[src/sv/ctpf_pkg.sv]
// Shared types, constants and codes of the colour transform and predict filter.
package ctpf_pkg;

   localparam int MAX_WIDTH = 4096;
   localparam int MAX_LANES = 8;
   localparam int LANE_W    = 8;
   localparam int PIX_W     = MAX_LANES * LANE_W;
   localparam int COL_W     = $clog2(MAX_WIDTH);
   localparam int WIDTH_W   = 13;
   localparam int HEIGHT_W  = 16;
   localparam int LANES_W   = 4;
   localparam int CSR_IDX_W = 3;
   localparam int CSR_DATA_W = 16;
   localparam logic [LANE_W-1:0] LANE_MAX = 8'd255;

   typedef enum logic [2:0] {
      MODE_LEFT     = 3'd0,
      MODE_UP       = 3'd1,
      MODE_AVERAGE  = 3'd2,
      MODE_PAETH    = 3'd3,
      MODE_MED      = 3'd4,
      MODE_GRADIENT = 3'd5
   } pred_mode_type;

   typedef enum logic [1:0] {
      COLOUR_NONE      = 2'd0,
      COLOUR_SUB_GREEN = 2'd1,
      COLOUR_YCOCG     = 2'd2
   } colour_mode_type;

   typedef enum logic [CSR_IDX_W-1:0] {
      CSR_PREDICTOR_MODE  = 3'd0,
      CSR_COLOUR_MODE     = 3'd1,
      CSR_IMAGE_WIDTH     = 3'd2,
      CSR_IMAGE_HEIGHT    = 3'd3,
      CSR_LANES_PER_PIXEL = 3'd4
   } csr_index_type;

   typedef struct packed {
      logic [7:0] byte_0;
      logic [7:0] byte_1;
      logic [7:0] byte_2;
      logic [7:0] byte_3;
      logic [7:0] byte_4;
      logic [7:0] byte_5;
      logic [7:0] byte_6;
      logic [7:0] byte_7;
   } req_payload_type;

   typedef struct packed {
      logic [7:0] residual_0;
      logic [7:0] residual_1;
      logic [7:0] residual_2;
      logic [7:0] residual_3;
      logic [7:0] residual_4;
      logic [7:0] residual_5;
      logic [7:0] residual_6;
      logic [7:0] residual_7;
      logic       row_end;
      logic       image_end;
   } rsp_payload_type;

   typedef struct packed {
      logic             en;
      logic [COL_W-1:0] addr;
      logic [PIX_W-1:0] data;
   } ls_wr_type;

   typedef struct packed {
      logic             en;
      logic [COL_W-1:0] addr;
   } ls_rd_type;

endpackage

[src/sv/ctpf_lane.sv]
// One prediction lane: predict from left, above and above-left, form the residual.
module ctpf_lane (
   input  logic [2:0]                  pred_mode,
   input  logic                        en,
   input  logic [ctpf_pkg::LANE_W-1:0] value,
   input  logic [ctpf_pkg::LANE_W-1:0] a,
   input  logic [ctpf_pkg::LANE_W-1:0] b,
   input  logic [ctpf_pkg::LANE_W-1:0] c,
   output logic [ctpf_pkg::LANE_W-1:0] residual
);

   logic signed [10:0] sa, sb, sc, p, da, db, dc;
   logic signed [10:0] half, grad;
   logic [8:0] sum;
   logic [ctpf_pkg::LANE_W-1:0] paeth, med, hi, lo, gclamp, pred;

   always_comb begin
      sa = signed'({3'b000, a});
      sb = signed'({3'b000, b});
      sc = signed'({3'b000, c});
      p  = sa + sb - sc;
      da = (p - sa < 0) ? sa - p : p - sa;
      db = (p - sb < 0) ? sb - p : p - sb;
      dc = (p - sc < 0) ? sc - p : p - sc;
      if (da <= db && da <= dc) paeth = a;
      else if (db <= dc)        paeth = b;
      else                      paeth = c;

      hi = (a > b) ? a : b;
      lo = (a > b) ? b : a;
      if (c >= hi)      med = lo;
      else if (c <= lo) med = hi;
      else              med = a + b - c;

      half = (sb - sc) >>> 1;
      grad = sa + half;
      if (grad < 0)                                 gclamp = '0;
      else if (grad > signed'({3'b000, ctpf_pkg::LANE_MAX})) gclamp = ctpf_pkg::LANE_MAX;
      else                                          gclamp = grad[7:0];

      sum = {1'b0, a} + {1'b0, b};

      unique case (ctpf_pkg::pred_mode_type'(pred_mode))
         ctpf_pkg::MODE_LEFT:     pred = a;
         ctpf_pkg::MODE_UP:       pred = b;
         ctpf_pkg::MODE_AVERAGE:  pred = sum[8:1];
         ctpf_pkg::MODE_PAETH:    pred = paeth;
         ctpf_pkg::MODE_MED:      pred = med;
         ctpf_pkg::MODE_GRADIENT: pred = gclamp;
         default:                 pred = '0;
      endcase

      residual = en ? value - pred : '0;
   end

endmodule

[config.mk]
export PLATFORM = sky130hd
export DESIGN_NAME = ctpf_lane
export DESIGN_NICKNAME = d
export VERILOG_FILES = /design/src/sv/ctpf_pkg.sv /design/src/sv/ctpf_lane.sv
export SDC_FILE = /design/constraint.sdc
export NUM_CORES = 1
export LEC_CHECK = 0
export ABC_AREA = 1
export BUFFER_PORTS_ARGS = -buffer_cell sky130_fd_sc_hd__buf_2
export CAP_MARGIN = 20
export CORE_UTILIZATION = 55
export DETAILED_ROUTE_END_ITERATION = 7
export GPL_ROUTABILITY_DRIVEN = 0
export PLACE_DENSITY = 0.77
export RECOVER_POWER = 50
export SYNTH_ARGS = -nofsm -noshare
export SYNTH_HDL_FRONTEND = slang
export SYNTH_SLANG_ARGS = --single-unit
[constraint.sdc]
create_clock -name vclk -period 7.55
set_input_delay 0.3775 -clock vclk [all_inputs]
set_output_delay 0.3775 -clock vclk [all_outputs]
set_load 0.1 [all_outputs]
==> metrics, run 1 <==
routed len/inst 17.52 um; crit path max fanout 7; seq_cells 0; Post-Syn Area 0.006307 mm2; post-synthesis net count 1215; vias per cell 5.925; post-route cell area 0.008777 mm2; # rows 38; Diodes inserted 0; # port buffers 44; final WL 24.15 mm; Required @ worst endpoint 7.17 ns; largest net degree at the start of global routing 24; Die X 109.1 um; Worst Setup End Kind output port; synthesis-to-finish area growth 39.16%; run status finished with violations; vias in the first global route 7220; max frequency 126.8 MHz; worst slew pin tran 1.166 ns; final hold vios 0; detailed placer's ending HPWL 18.50 mm; # fillers 718; internal power 1876 uW; sequential share of power 0%; placed cell areas 0.007913 mm2; type of the most critical hold path primary input to output port; Startpoint Class primary input; Post-Synthesis Cells 1025; sw power 2488 uW; slowest stage delay, CP 0.56 ns; DR vias 8164; failing checks setup timing; die area 0.01190 mm2; core footprint 0.01098 mm2; Cell Pwr Density 497.2 mW/mm2; Max Slew Vio Count 0; Clk pwr share 0%; clock buf count 0; initial core utilization 57.43%; WP data arrival 7.51 ns; io pins 44; MaxCap Viol Count 0; DR iter-0 viols 773; RSZ-0062 raised after global routing yes; TritonRoute pass-1 iters 7; Netlist cell types 51; Die Ht 109.1 um; post-synthesis sequential area ratio 0%; commonest non-fill, non-tap cell in the layout nand2_1; initial antenna violation count 0; most frequent CP cell inv_1; fin crit share 104.4%; peak supply drop 0.4477 mV; leak pwr 0.004819 uW; total congestion overflow 0; Final Setup Violations 3; Post-Place Setup Slack -0.5797 ns; Slew HR 21.64%; ANT nets after route 0; sw frac 57.02%; syn avg cell area 6.153 um2; Worst Slack Setup Final -0.3340 ns; global-route wire length before repair 34.50 mm; Synth Warn # 0; Fin Setup TNS -0.6553 ns; WS Path Type primary input to output port; layout cell share with drive strength beyond 1 28.84%; Final #Nets 1430; most frequent cells in the layout nand2_1, buf_4, inv_1; FF/Latch Area 0 um2; global-route usage over all layers 37.09%; combinational share of power 100.0%; final worst path period need 7.884 ns; Multi-input gate area 0.006136 mm2; DRC 0; slowest CP cell fa_1
==> worst paths after layout <==
path              startpoint     endpoint  slack (ns)  cells after the start
setup / recovery        c[2]  residual[7]       -0.33                     48
hold / removal            en  residual[5]        1.21                      4
==> power by group through the flow <==
stage | Clock, uW | Sequential (uW) | Combinational (uW)
floorplan | 0 | 0 | 2290
global placement | 0 | 0 | 3480
detailed placement | 0 | 0 | 3550
CTS | 0 | 0 | 3710
global route | 0 | 0 | 4700
finish | 0 | 0 | 4360
==> per-stage QoR <==
step	hold WS [ns]	util, %	power [uW]	cells
after global placement	1.181	72.04	3478	1346
final	1.213	79.92	4364	1378
after global routing	1.221	79.92	4705	1378
after floorplan	0.9659	-	2289	1025
after CTS	1.201	74.58	3713	1359
after detailed placement	1.194	72.04	3549	1346
==> final cells by class <==
cell class | count | share of cell area [%]
tap | 140 | 1.996
timing repair buffer | 227 | 20.04
inverter | 186 | 8.054
multi-input combinational | 825 | 69.91
==> per-layer routing <==
layer | up-vias | GRT usage, % | share of wire, %
li1 | 3822 | - | -
met1 | 3630 | 47.93 | 39
met2 | 566 | 60.83 | 44
met3 | 146 | 8.906 | 12
met4 | 0 | 10.52 | 5.3
met5 | - | 0 | 0
==> cells by family after synthesis <==
kind of cell / synth area share, %
AO/OA/AOI/OAI: 21.86
XOR/XNOR: 5.693
buffers and inverters: 12.36
adder cells (fa/ha/maj): 32.69
AND/OR/NAND/NOR: 26.92
multiplexers: 0.4761
==> repair_timing <==
action                     CTS  global route
hold buffers                 0             0
buffers inserted            13            19
setup endpoints to repair    4             7
gates resized for setup     38           111
pin swaps                   28            85
==> critical path: cells and delay by family <==
kind                       cells  cell delay (ns)
buffers and inverters         12             1.26
muxes                          1             0.30
AOI/OAI and AO/OA              8             1.18
adders and majority gates      5             1.78
xor gates and xnor gates       3             0.73
and+or+nand+nor               19             1.88
==> synthesized netlist by cell type (4+ instances only) <==
master	number	share of area, %
nand2_1	226	13
inv_1	183	11
ha_1	136	27
a21oi_1	87	6.9
nor2_1	71	4.2
o21ai_0	70	5.6
nand3_1	34	2.7
xor2_1	32	4.4
fa_1	18	5.7
nor3_1	17	1.3
o21bai_1	11	1.3
a31oi_1	10	0.99
nand4_1	9	0.89
o211ai_1	9	1.1
xnor2_1	9	1.2
nand2_2	8	0.79
a21o_1	7	0.83
clkbuf_1	6	0.36
nand3_2	6	0.95
a211oi_1	5	0.60
buf_2	5	0.40
o21ai_1	5	0.40
nand3b_1	4	0.48
o21a_1	4	0.48
o22ai_1	4	0.40
Note: power is estimated with default switching activity, not from simulation.
==> run 2: changes to the inputs <==
CORE_UTILIZATION = 45   (was 55)
PLACE_DENSITY = 0.74   (was 0.77)
==> metrics, run 2 (synthesized netlist as in run 1, its figures left out) <==
Fin Setup TNS -1.034 ns; Diodes inserted 0; crit path max fanout 13; slowest stage delay, CP 0.58 ns; # port buffers 44; layout cell share with drive strength beyond 1 27.89%; Worst Setup End Kind output port; global-route wire length before repair 35.07 mm; ANT nets after route 0; run status finished with violations; vias per cell 5.547; clock buf count 0; Final Util 64.62%; Die Ht 120.4 um; Required @ worst endpoint 7.17 ns; Clk pwr share 0%; Final Setup Violations 4; hold_buf cts 0; Post-Place Setup Slack -0.5855 ns; Slew HR 52.87%; initial antenna violation count 0; WS Path Type primary input to output port; DRC 0; failing checks setup timing; sequential share of power 0%; die area 0.01449 mm2; Cell Pwr Density 482.0 mW/mm2; seq_cells 0; initial core utilization 46.88%; fin crit share 107.0%; Die X 120.4 um; DR iter-0 viols 711; most frequent cells in the layout nand2_1, buf_4, inv_1; sw frac 56.13%; placed cell areas 0.007950 mm2; post-route cell area 0.008693 mm2; max frequency 123.8 MHz; vias in the first global route 7140; routed len/inst 16.42 um; Final #Nets 1436; leak pwr 0.004816 uW; peak supply drop 0.2949 mV; sw power 2352 uW; global-route usage over all layers 30.19%; synthesis-to-finish area growth 37.83%; internal power 1838 uW; detailed placer's ending HPWL 18.51 mm; # rows 42; final hold vios 0; MaxCap Viol Count 0; Startpoint Class primary input; final worst path period need 8.077 ns; slowest CP cell fa_1; DR vias 7877; Worst Slack Setup Final -0.5267 ns; largest net degree at the start of global routing 27; worst slew pin tran 0.7015 ns; commonest non-fill, non-tap cell in the layout nand2_1; combinational share of power 100.0%; placed insts 1381; Max Slew Vio Count 0; final WL 23.32 mm; RSZ-0062 raised after global routing yes; FF/Latch Area 0 um2; total congestion overflow 0; core footprint 0.01345 mm2; TritonRoute pass-1 iters 6; fin cells 1420; io pins 44; WP data arrival 7.70 ns; type of the most critical hold path primary input to output port; # fillers 1170
## run 2: per-stage QoR
stage	hold slack, ns	power [uW]
3_5_place_dp	1.192	3489
3_3_place_gp	1.188	3423
5_1_grt	1.228	4563
6_report	1.209	4190
2_1_floorplan	0.9659	2289
4_1_cts	1.192	3694
## run 2: repair_timing
| action | 4_1_cts | 5_1_grt |
|---|---|---|
| resized for setup | 29 | 85 |
| setup buffers | 16 | 21 |
| setup endpoints to repair | 4 | 6 |
| pin swaps | 21 | 57 |
## run 2: power groups by stage
stage	combinational, uW	clock [uW]	sequential, uW
after floorplan	2290	0	0
after global placement	3420	0	0
after detailed placement	3490	0	0
after CTS	3690	0	0
after global routing	4560	0	0
final	4190	0	0
## run 2: worst paths after layout
path | slack, ns | cells after the start | end | startpoint
setup / recovery | -0.53 | 52 | residual[7] | c[1]
hold / removal | 1.21 | 4 | residual[0] | en
## run 2: final cells by class
| cell class | count | area (um2) | area share, % |
|---|---|---|---|
| Multi-Input combinational cell | 825 | 5983 | 68.83 |
| Timing Repair Buffer | 233 | 1787 | 20.55 |
| Inverter | 186 | 703.2 | 8.089 |
| Tap cell | 176 | 220.2 | 2.533 |
## run 2: worst max-delay path: cells and delay by family
| family | cells | cell delay (ns) |
|---|---|---|
| AND/OR/NAND/NOR | 25 | 2.30 |
| adder cells (fa/ha/maj) | 5 | 1.79 |
| AO/OA/AOI/OAI | 9 | 1.39 |
| buffers and inverters | 10 | 1.04 |
| XOR/XNOR | 2 | 0.48 |
| multiplexers | 1 | 0.25 |
## run 2: routing by layer
metal  vias to the layer above  part of all wire (%)  track usage [%]
li1                       3837                     -                -
met4                         0                   3.1            6.713
met1                      3618                    43            42.56
met2                       354                    45            49.17
met5                         -                     0                0
met3                        68                   8.4            3.255
