$ cat src/sv/ctpf_pkg.sv
// Shared types, constants and codes of the colour transform and predict filter.
package ctpf_pkg;

   localparam int MAX_WIDTH = 4096;
   localparam int MAX_LANES = 8;
   localparam int LANE_W    = 8;
   localparam int PIX_W     = MAX_LANES * LANE_W;
   localparam int COL_W     = $clog2(MAX_WIDTH);
   localparam int WIDTH_W   = 13;
   localparam int HEIGHT_W  = 16;
   localparam int LANES_W   = 4;
   localparam int CSR_IDX_W = 3;
   localparam int CSR_DATA_W = 16;
   localparam logic [LANE_W-1:0] LANE_MAX = 8'd255;

   typedef enum logic [2:0] {
      MODE_LEFT     = 3'd0,
      MODE_UP       = 3'd1,
      MODE_AVERAGE  = 3'd2,
      MODE_PAETH    = 3'd3,
      MODE_MED      = 3'd4,
      MODE_GRADIENT = 3'd5
   } pred_mode_type;

   typedef enum logic [1:0] {
      COLOUR_NONE      = 2'd0,
      COLOUR_SUB_GREEN = 2'd1,
      COLOUR_YCOCG     = 2'd2
   } colour_mode_type;

   typedef enum logic [CSR_IDX_W-1:0] {
      CSR_PREDICTOR_MODE  = 3'd0,
      CSR_COLOUR_MODE     = 3'd1,
      CSR_IMAGE_WIDTH     = 3'd2,
      CSR_IMAGE_HEIGHT    = 3'd3,
      CSR_LANES_PER_PIXEL = 3'd4
   } csr_index_type;

   typedef struct packed {
      logic [7:0] byte_0;
      logic [7:0] byte_1;
      logic [7:0] byte_2;
      logic [7:0] byte_3;
      logic [7:0] byte_4;
      logic [7:0] byte_5;
      logic [7:0] byte_6;
      logic [7:0] byte_7;
   } req_payload_type;

   typedef struct packed {
      logic [7:0] residual_0;
      logic [7:0] residual_1;
      logic [7:0] residual_2;
      logic [7:0] residual_3;
      logic [7:0] residual_4;
      logic [7:0] residual_5;
      logic [7:0] residual_6;
      logic [7:0] residual_7;
      logic       row_end;
      logic       image_end;
   } rsp_payload_type;

   typedef struct packed {
      logic             en;
      logic [COL_W-1:0] addr;
      logic [PIX_W-1:0] data;
   } ls_wr_type;

   typedef struct packed {
      logic             en;
      logic [COL_W-1:0] addr;
   } ls_rd_type;

endpackage

$ cat src/sv/ctpf_colour.sv
// Colour transform of lanes 0-2: none, green differences (B, G-B, G-R) or YCoCg-R.
module ctpf_colour (
   input  logic [1:0]                  colour_mode,
   input  logic                        active,
   input  logic [ctpf_pkg::LANE_W-1:0] r_in,
   input  logic [ctpf_pkg::LANE_W-1:0] g_in,
   input  logic [ctpf_pkg::LANE_W-1:0] b_in,
   output logic [ctpf_pkg::LANE_W-1:0] c0_out,
   output logic [ctpf_pkg::LANE_W-1:0] c1_out,
   output logic [ctpf_pkg::LANE_W-1:0] c2_out
);

   logic [ctpf_pkg::LANE_W-1:0] co;
   logic [ctpf_pkg::LANE_W-1:0] t;
   logic [ctpf_pkg::LANE_W-1:0] cg;
   logic [ctpf_pkg::LANE_W-1:0] y;

   assign co = r_in - b_in;
   assign t  = b_in + (co >> 1);
   assign cg = g_in - t;
   assign y  = t + (cg >> 1);

   always_comb begin
      c0_out = r_in;
      c1_out = g_in;
      c2_out = b_in;
      if (active) begin
         unique case (ctpf_pkg::colour_mode_type'(colour_mode))
            ctpf_pkg::COLOUR_SUB_GREEN: begin
               c0_out = b_in;
               c1_out = g_in - b_in;
               c2_out = g_in - r_in;
            end
            ctpf_pkg::COLOUR_YCOCG: begin
               c0_out = y;
               c1_out = co;
               c2_out = cg;
            end
            default: begin
               c0_out = r_in;
               c1_out = g_in;
               c2_out = b_in;
            end
         endcase
      end
   end

endmodule

$ cat config.mk
export PLATFORM = sky130hd
export DESIGN_NAME = ctpf_colour
export DESIGN_NICKNAME = d
export VERILOG_FILES = /design/src/sv/ctpf_pkg.sv /design/src/sv/ctpf_colour.sv
export SDC_FILE = /design/constraint.sdc
export NUM_CORES = 1
export LEC_CHECK = 0
export BUFFER_PORTS_ARGS = -buffer_cell sky130_fd_sc_hd__buf_4
export CAP_MARGIN = 30
export CORE_ASPECT_RATIO = 0.8
export CORE_UTILIZATION = 35
export DETAILED_ROUTE_END_ITERATION = 10
export PLACE_DENSITY_LB_ADDON = 0.25
export REMOVE_ABC_BUFFERS = 1
export SETUP_SLACK_MARGIN = 0.3
export SLEW_MARGIN = 10
export SYNTH_ARGS = -nofsm -noshare
export SYNTH_HDL_FRONTEND = slang
export SYNTH_SLANG_ARGS = --single-unit
export TNS_END_PERCENT = 5
$ cat constraint.sdc
create_clock -name vclk -period 5.5
set_input_delay 0.55 -clock vclk [all_inputs]
set_output_delay 0.55 -clock vclk [all_outputs]
set_load 0.01 [all_outputs]
==> results of run 1 <==
[kinds of logic after synthesis]
kind of cell    after synthesis  share of synthesized area (%)
xor+xnor                     35                          14.06
simple gates                 67                          15.09
fa+ha+maj                    51                          31.33
compound gates               97                          31.21
buf+inv                      48                          8.319
[cells in the mapped netlist (all sizes together) (2+ instances only)]
cell | number | area share (%)
and3 | 2 | 0.57
o21bai | 4 | 1.4
xnor2 | 25 | 10
a21o | 10 | 3.4
a211oi | 4 | 1.4
inv | 37 | 6.4
xor2 | 10 | 4.0
o21a | 7 | 2.4
fa | 6 | 5.5
a221oi | 19 | 7.6
nor2 | 23 | 4.0
nand3b | 2 | 0.69
o211ai | 2 | 0.69
a311oi | 2 | 0.80
o2111ai | 2 | 0.80
a21oi | 29 | 6.7
and2 | 3 | 0.86
nor3 | 4 | 0.92
or3 | 6 | 1.7
nand2 | 13 | 2.2
o311ai | 2 | 1.1
nand3 | 4 | 0.92
nor2b | 5 | 1.8
ha | 45 | 26
o22ai | 2 | 0.57
o21ai | 7 | 1.6
clkbuf | 10 | 1.7
nand2b | 3 | 0.86
[report_power, final]
group          total, mW  internal (mW)  leakage [nW]  switching, mW
Combinational       1.65          0.895          1.75          0.756
Sequential             0              0             0              0
Clock                  0              0             0              0
Total               1.65          0.895          1.75          0.756
[what timing repair did]
item	4_1_cts	5_1_grt
hold buffers	0	0
gates resized for setup	32	49
setup endpoints to repair	6	7
pin swaps	30	31
buffers inserted	29	4
[worst max path at each step]
stage                       start         to  slack (ps)
after floorplan           b_in[1]  c0_out[7]         190
after global placement    b_in[1]  c0_out[7]        -330
after detailed placement  b_in[1]  c0_out[7]        -360
after CTS                 r_in[0]  c0_out[7]          80
after global routing      b_in[1]  c1_out[5]        -230
final                     b_in[1]  c1_out[5]         -80
[cell type report]
class	instances	area [um^2]	area share [%]
inverters	37	146.4	3.981
multi-input cells	250	2439	66.32
well taps	81	101.3	2.756
repair buffers	128	991.0	26.95
[layout by cell type, fill, tap and decap left out, drive strengths merged, types with 4 or more instances in the layout]
cell / synthesis / final
a21oi: 29 / 29
a21o: 10 / 10
a211oi: 4 / 4
nand2: 13 / 13
nor3: 4 / 4
o21ai: 7 / 7
a221oi: 19 / 19
nor2b: 5 / 5
or3: 6 / 6
o21bai: 4 / 4
nand3: 4 / 4
nor2: 23 / 23
xor2: 10 / 10
inv: 37 / 37
buf: 1 / 128
o21a: 7 / 7
ha: 45 / 45
xnor2: 25 / 25
fa: 6 / 6
[per-stage QoR]
stage / setup slack, ps / std cells / total power, mW / hold slack [ps]
floorplan: 185.2 / 287 / 0.7346 / 1241
global route: -232.7 / 496 / 1.777 / 1520
finish: -83.08 / 496 / 1.651 / 1472
detailed placement: -362.6 / 463 / 1.176 / 1450
CTS: 81.02 / 492 / 1.346 / 1450
global placement: -328.4 / 463 / 1.157 / 1456
[metal layers]
layer / part of all wire (%) / track usage [%] / wire (um) / up-vias
met5: 0 / 0 / 0 / -
met4: 1.8 / 5.018 / 149 / 0
met3: 4.9 / 1.146 / 414 / 14
met2: 47 / 41.56 / 3947 / 79
met1: 47 / 33.48 / 3940 / 1318
li1: - / - / - / 1323
==> impl_results.md, run 1 <==
- Final number of setup-violating endpoints: 2
- Antenna Cells: 0
- Largest vdd supply drop: 0.3546 mV
- Critical Path End Type: output port
- Total power divided by cell area: between 400 and 500 nW/um^2
- Synth warn: 0
- Leak: ~1.7 nW
- Via count: 2734
- Total Routed Length: between 8000 and 9000 um
- RSZ-0062 raised after global routing: true
- Area grow syn2layout: 68.62%
- Nets: 495
- Total track usage: 24.02%
- Layout clock buffer count: 0
- Final hold vios: 0
- Layout cells sized above 1: around 44%
- Measured slew at the worst slew-check pin: 975.5 ps
- Fmax: 0.1791 GHz
- Gpl congestion: 0.8427
- Final core occ: roughly 62%
- Initial Util: between 30% and 40%
- Rows: 25
- First-pass GRT wire length: roughly 13000 um
- ANT nets after route: 0
- Routed len/inst: between 15 and 20 um
- Post-Syn Instances: 298
- Post-synthesis area per instance: roughly 7.3 um^2
- I/O pin count: ~50
- WHS Endpoint: c2_out[6]
- Period utilisation layout: 101.5%
- Grt ovf: 0
- Fillers: 518
- Final Slew Violations: 0
- Run status: finished, violations left
- CP max FO: 3
- Slew headroom: a little over a third
- Worst Hold Class: in2out
- FF+latch count: 0
- Post-Syn Area: 2181 um^2
- Max-Cap Viols: 0
- Sequential share of the synthesized area: 0%
- Core area: 5974 um^2
- Initial DRT Pass Iterations: 4
- Port-buffer cells: 51
- Setup Total Neg Slack: -103.6 ps
- Final WS setup: -83.08 ps
- DP Area: 2953 um^2
- DPL Wire Length: between 5000 and 6000 um
- Crit-path leading delay family: buffers and inverters
- Startpoint Class: input pin
- Finished Cell Area: between 3000 and 4000 um^2
- Die X: roughly 90 um
- Required time worst endpoint: a little under 5000 ps
- Worst hold start: b_in[6]
- Worst Path Arrival: approximately 5000 ps
- Yosys cell types: between 40 and 50
- Worst path bufs/invs: 26
- Critical path class: in2out
- Vias in the first global route: ~2700
- Max incr delay on CP: approximately 300 ps
- Hold depth: 4
- Antenna violations before repair: 0
- CP dominant cell by count: buf_4
- Routed vias/inst: 5.512
- Die height: around 73 um
- Die area: about 6600 um^2
- Failing checks: setup timing
- 1st-iter DRT viols: around 170
- Remaining DRCs: 0
- Critical Path Stages: 34
- Minimum clock period: 5583 ps
- Reg area: 0 um^2
- Slowest CP cell: a211oi_2
- Pin count of the biggest net entering global routing: 25
Note: power is estimated with default switching activity, not from simulation.
==> run 2: changes to the inputs <==
- CORE_ASPECT_RATIO: 0.8 -> unset
- PLACE_DENSITY_LB_ADDON: 0.25 -> unset
==> run 2 against run 1 <==
Net effect:
- the flow now finishes without violations
- final cell count shrank 4.0%
- critical path depth shrank 7
- via count shrank 6.4%
- non-clock buffer count shrank 14
- total power shrank 9.2%
- die area is essentially flat
- largest power group unchanged
==> impl_results.md, run 2 (synthesis results as in run 1) <==
- Required time worst endpoint: 4950 ps (about the same)
- Final WS setup: 65.43 ps (was -83.08 ps)
- Vias in the first global route: 2425 (was 2655)
- Final hold vios: 0 (unchanged)
- Gpl congestion: 0.8562 (was 0.8427)
- Pre-CTS setup slack: -412.2 ps (was -362.6 ps)
- Max-Cap Viols: 0 (unchanged)
- Largest vdd supply drop: 0.4454 mV (was 0.3546 mV)
- Max incr delay on CP: 360 ps (was 300 ps)
- Die height: 80.94 um (was 72.60 um)
- Leak: 1.653 nW (was 1.750 nW)
- Run status: completed (was finished, violations left)
- Worst setup path endpoint: c0_out[7] (was c1_out[5])
- Port-buffer cells: 51 (unchanged)
- Worst Hold Class: in2out (unchanged)
- DPL Wire Length: 5527 um (was 5745 um)
- Setup Total Neg Slack: 0 ps (was -103.6 ps)
- ANT nets after route: 0 (unchanged)
- Critical Path Stages: 27 (was 34)
- CP max FO: 3 (unchanged)
- Initial DRT Pass Iterations: 5 (was 4)
- Slowest CP cell: fa_2 (was a211oi_2)
- Final number of setup-violating endpoints: 0 (was 2)
- Grt ovf: 0 (unchanged)
- Measured slew at the worst slew-check pin: 897.8 ps (was 975.5 ps)
- Antenna violations before repair: 0 (unchanged)
- Hold Slack: 1479 ps (was 1472 ps)
- Startpoint Class: input pin (unchanged)
- Most frequent cells in the layout: buf_4 (113), ha_1 (36), inv_1 (32) (was buf_4 (121), inv_1 (32), ha_1 (30))
- Final Slew Violations: 0 (unchanged)
- Total power divided by cell area: 440.9 nW/um^2 (was 448.9 nW/um^2)
- Fillers: 593 (was 518)
- Fmax: 0.1840 GHz (was 0.1791 GHz)
- Routed len/inst: 15.19 um (was 17.04 um)
- Minimum clock period: 5435 ps (was 5583 ps)
- Pin count of the biggest net entering global routing: 37 (was 25)
- Period utilisation layout: 98.81% (was 101.5%)
- Total track usage: 22.42% (was 24.02%)
- Finished Cell Area: 3400 um^2 (was 3677 um^2)
- FF+latch count: 0 (unchanged)
- 1st-iter DRT viols: 119 (was 174)
- Post-Layout Cell Count: 476 (was 496)
- Layout clock buffer count: 0 (unchanged)
- Area occupied by multi-input gates: 2298 um^2 (was 2439 um^2)
- Crit-path leading delay family: compound AO/OA/AOI/OAI gates (was buffers and inverters)
- Placed Cells: 460 (was 463)
- Crit path from: r_in[0] (was b_in[1])
- Layout cells sized above 1: 40.15% (was 44.34%)
- Remaining DRCs: 0 (unchanged)
- Slew headroom: 40.15% (was 34.96%)
- Critical path class: in2out (unchanged)
- Worst path bufs/invs: 5 (was 26)
- Routed vias/inst: 5.376 (was 5.512)
- Via count: 2559 (was 2734)
- Post-CTS Hold Buffers: 0 (unchanged)
- Antenna Cells: 0 (unchanged)
- I/O pin count: 51 (unchanged)
- Area grow syn2layout: 55.88% (was 68.62%)
- Die X: 80.94 um (was 90.26 um)
- CP dominant cell by count: ha_4 (was buf_4)
- Worst hold start: b_in[6] (unchanged)
- Total Routed Length: 7231 um (was 8453 um)
- Critical Path End Type: output port (unchanged)
- Nets: 481 (was 495)
- Reg area: 0 um^2 (unchanged)
- Worst Path Arrival: 4880 ps (was 5030 ps)
- DP Area: 2968 um^2 (was 2953 um^2)
- First-pass GRT wire length: 11530 um (was 12720 um)
- Rows: 28 (was 25)
- Die area: 6550 um^2 (was 6553 um^2)
- Initial Util: 36.62% (was 36.50%)
- Core area: 5956 um^2 (was 5974 um^2)
- RSZ-0062 raised after global routing: true (unchanged)
- Most common cell after layout, fill and taps aside: buf_4 (unchanged)
[run 2: changes by cell type in the layout (fill, tap and decap cells not counted), sizes merged]
| cell | before | now |
|---|---|---|
| buf | 128 | 114 |
[run 2: worst min-delay path: cells and delay by family]
kind / cells / cell delay (ps)
buf+inv: 2 / 250
compound gates: 1 / 80
simple gates: 1 / 50
[run 2: per-layer routing]
layer,global-route usage (%),vias up,part of all wire (%)
met3,0.4494,4,4.4
met4,2.321,0,0.94
li1,-,1280,-
met5,0,-,0
met2,42.61,77,50
met1,28.74,1198,44
[run 2: worst min-delay path by stage]
stage | to | depth (start not counted)
3_3_place_gp | c2_out[6] | 4
3_5_place_dp | c2_out[6] | 4
6_report | c2_out[6] | 4
5_1_grt | c2_out[7] | 4
2_1_floorplan | c0_out[0] | 2
4_1_cts | c2_out[6] | 4
[run 2: timing repair]
action	in CTS	in global routing
endpoints found under the hold margin	0	0
pin swaps	31	30
resized for setup	39	21
setup endpoints to repair	6	6
setup buffers	13	3
[run 2: where the power goes]
part	total (mW)	switching, mW	internal [mW]
registers	0	0	0
logic	1.50	0.664	0.835
clock network	0	0	0
total	1.50	0.664	0.835
[run 2: area by class of cell]
cell class	instances	area share (%)
timing repair buffer	114	25.40
inverter	37	4.233
tap	75	2.760
multi-input combinational	250	67.61
[run 2: stage by stage]
stage,util [%],power (mW)
final,57.08,1.499
after global placement,49.83,1.182
after detailed placement,49.83,1.193
after floorplan,-,0.7346
after CTS,54.68,1.372
after global routing,57.08,1.655
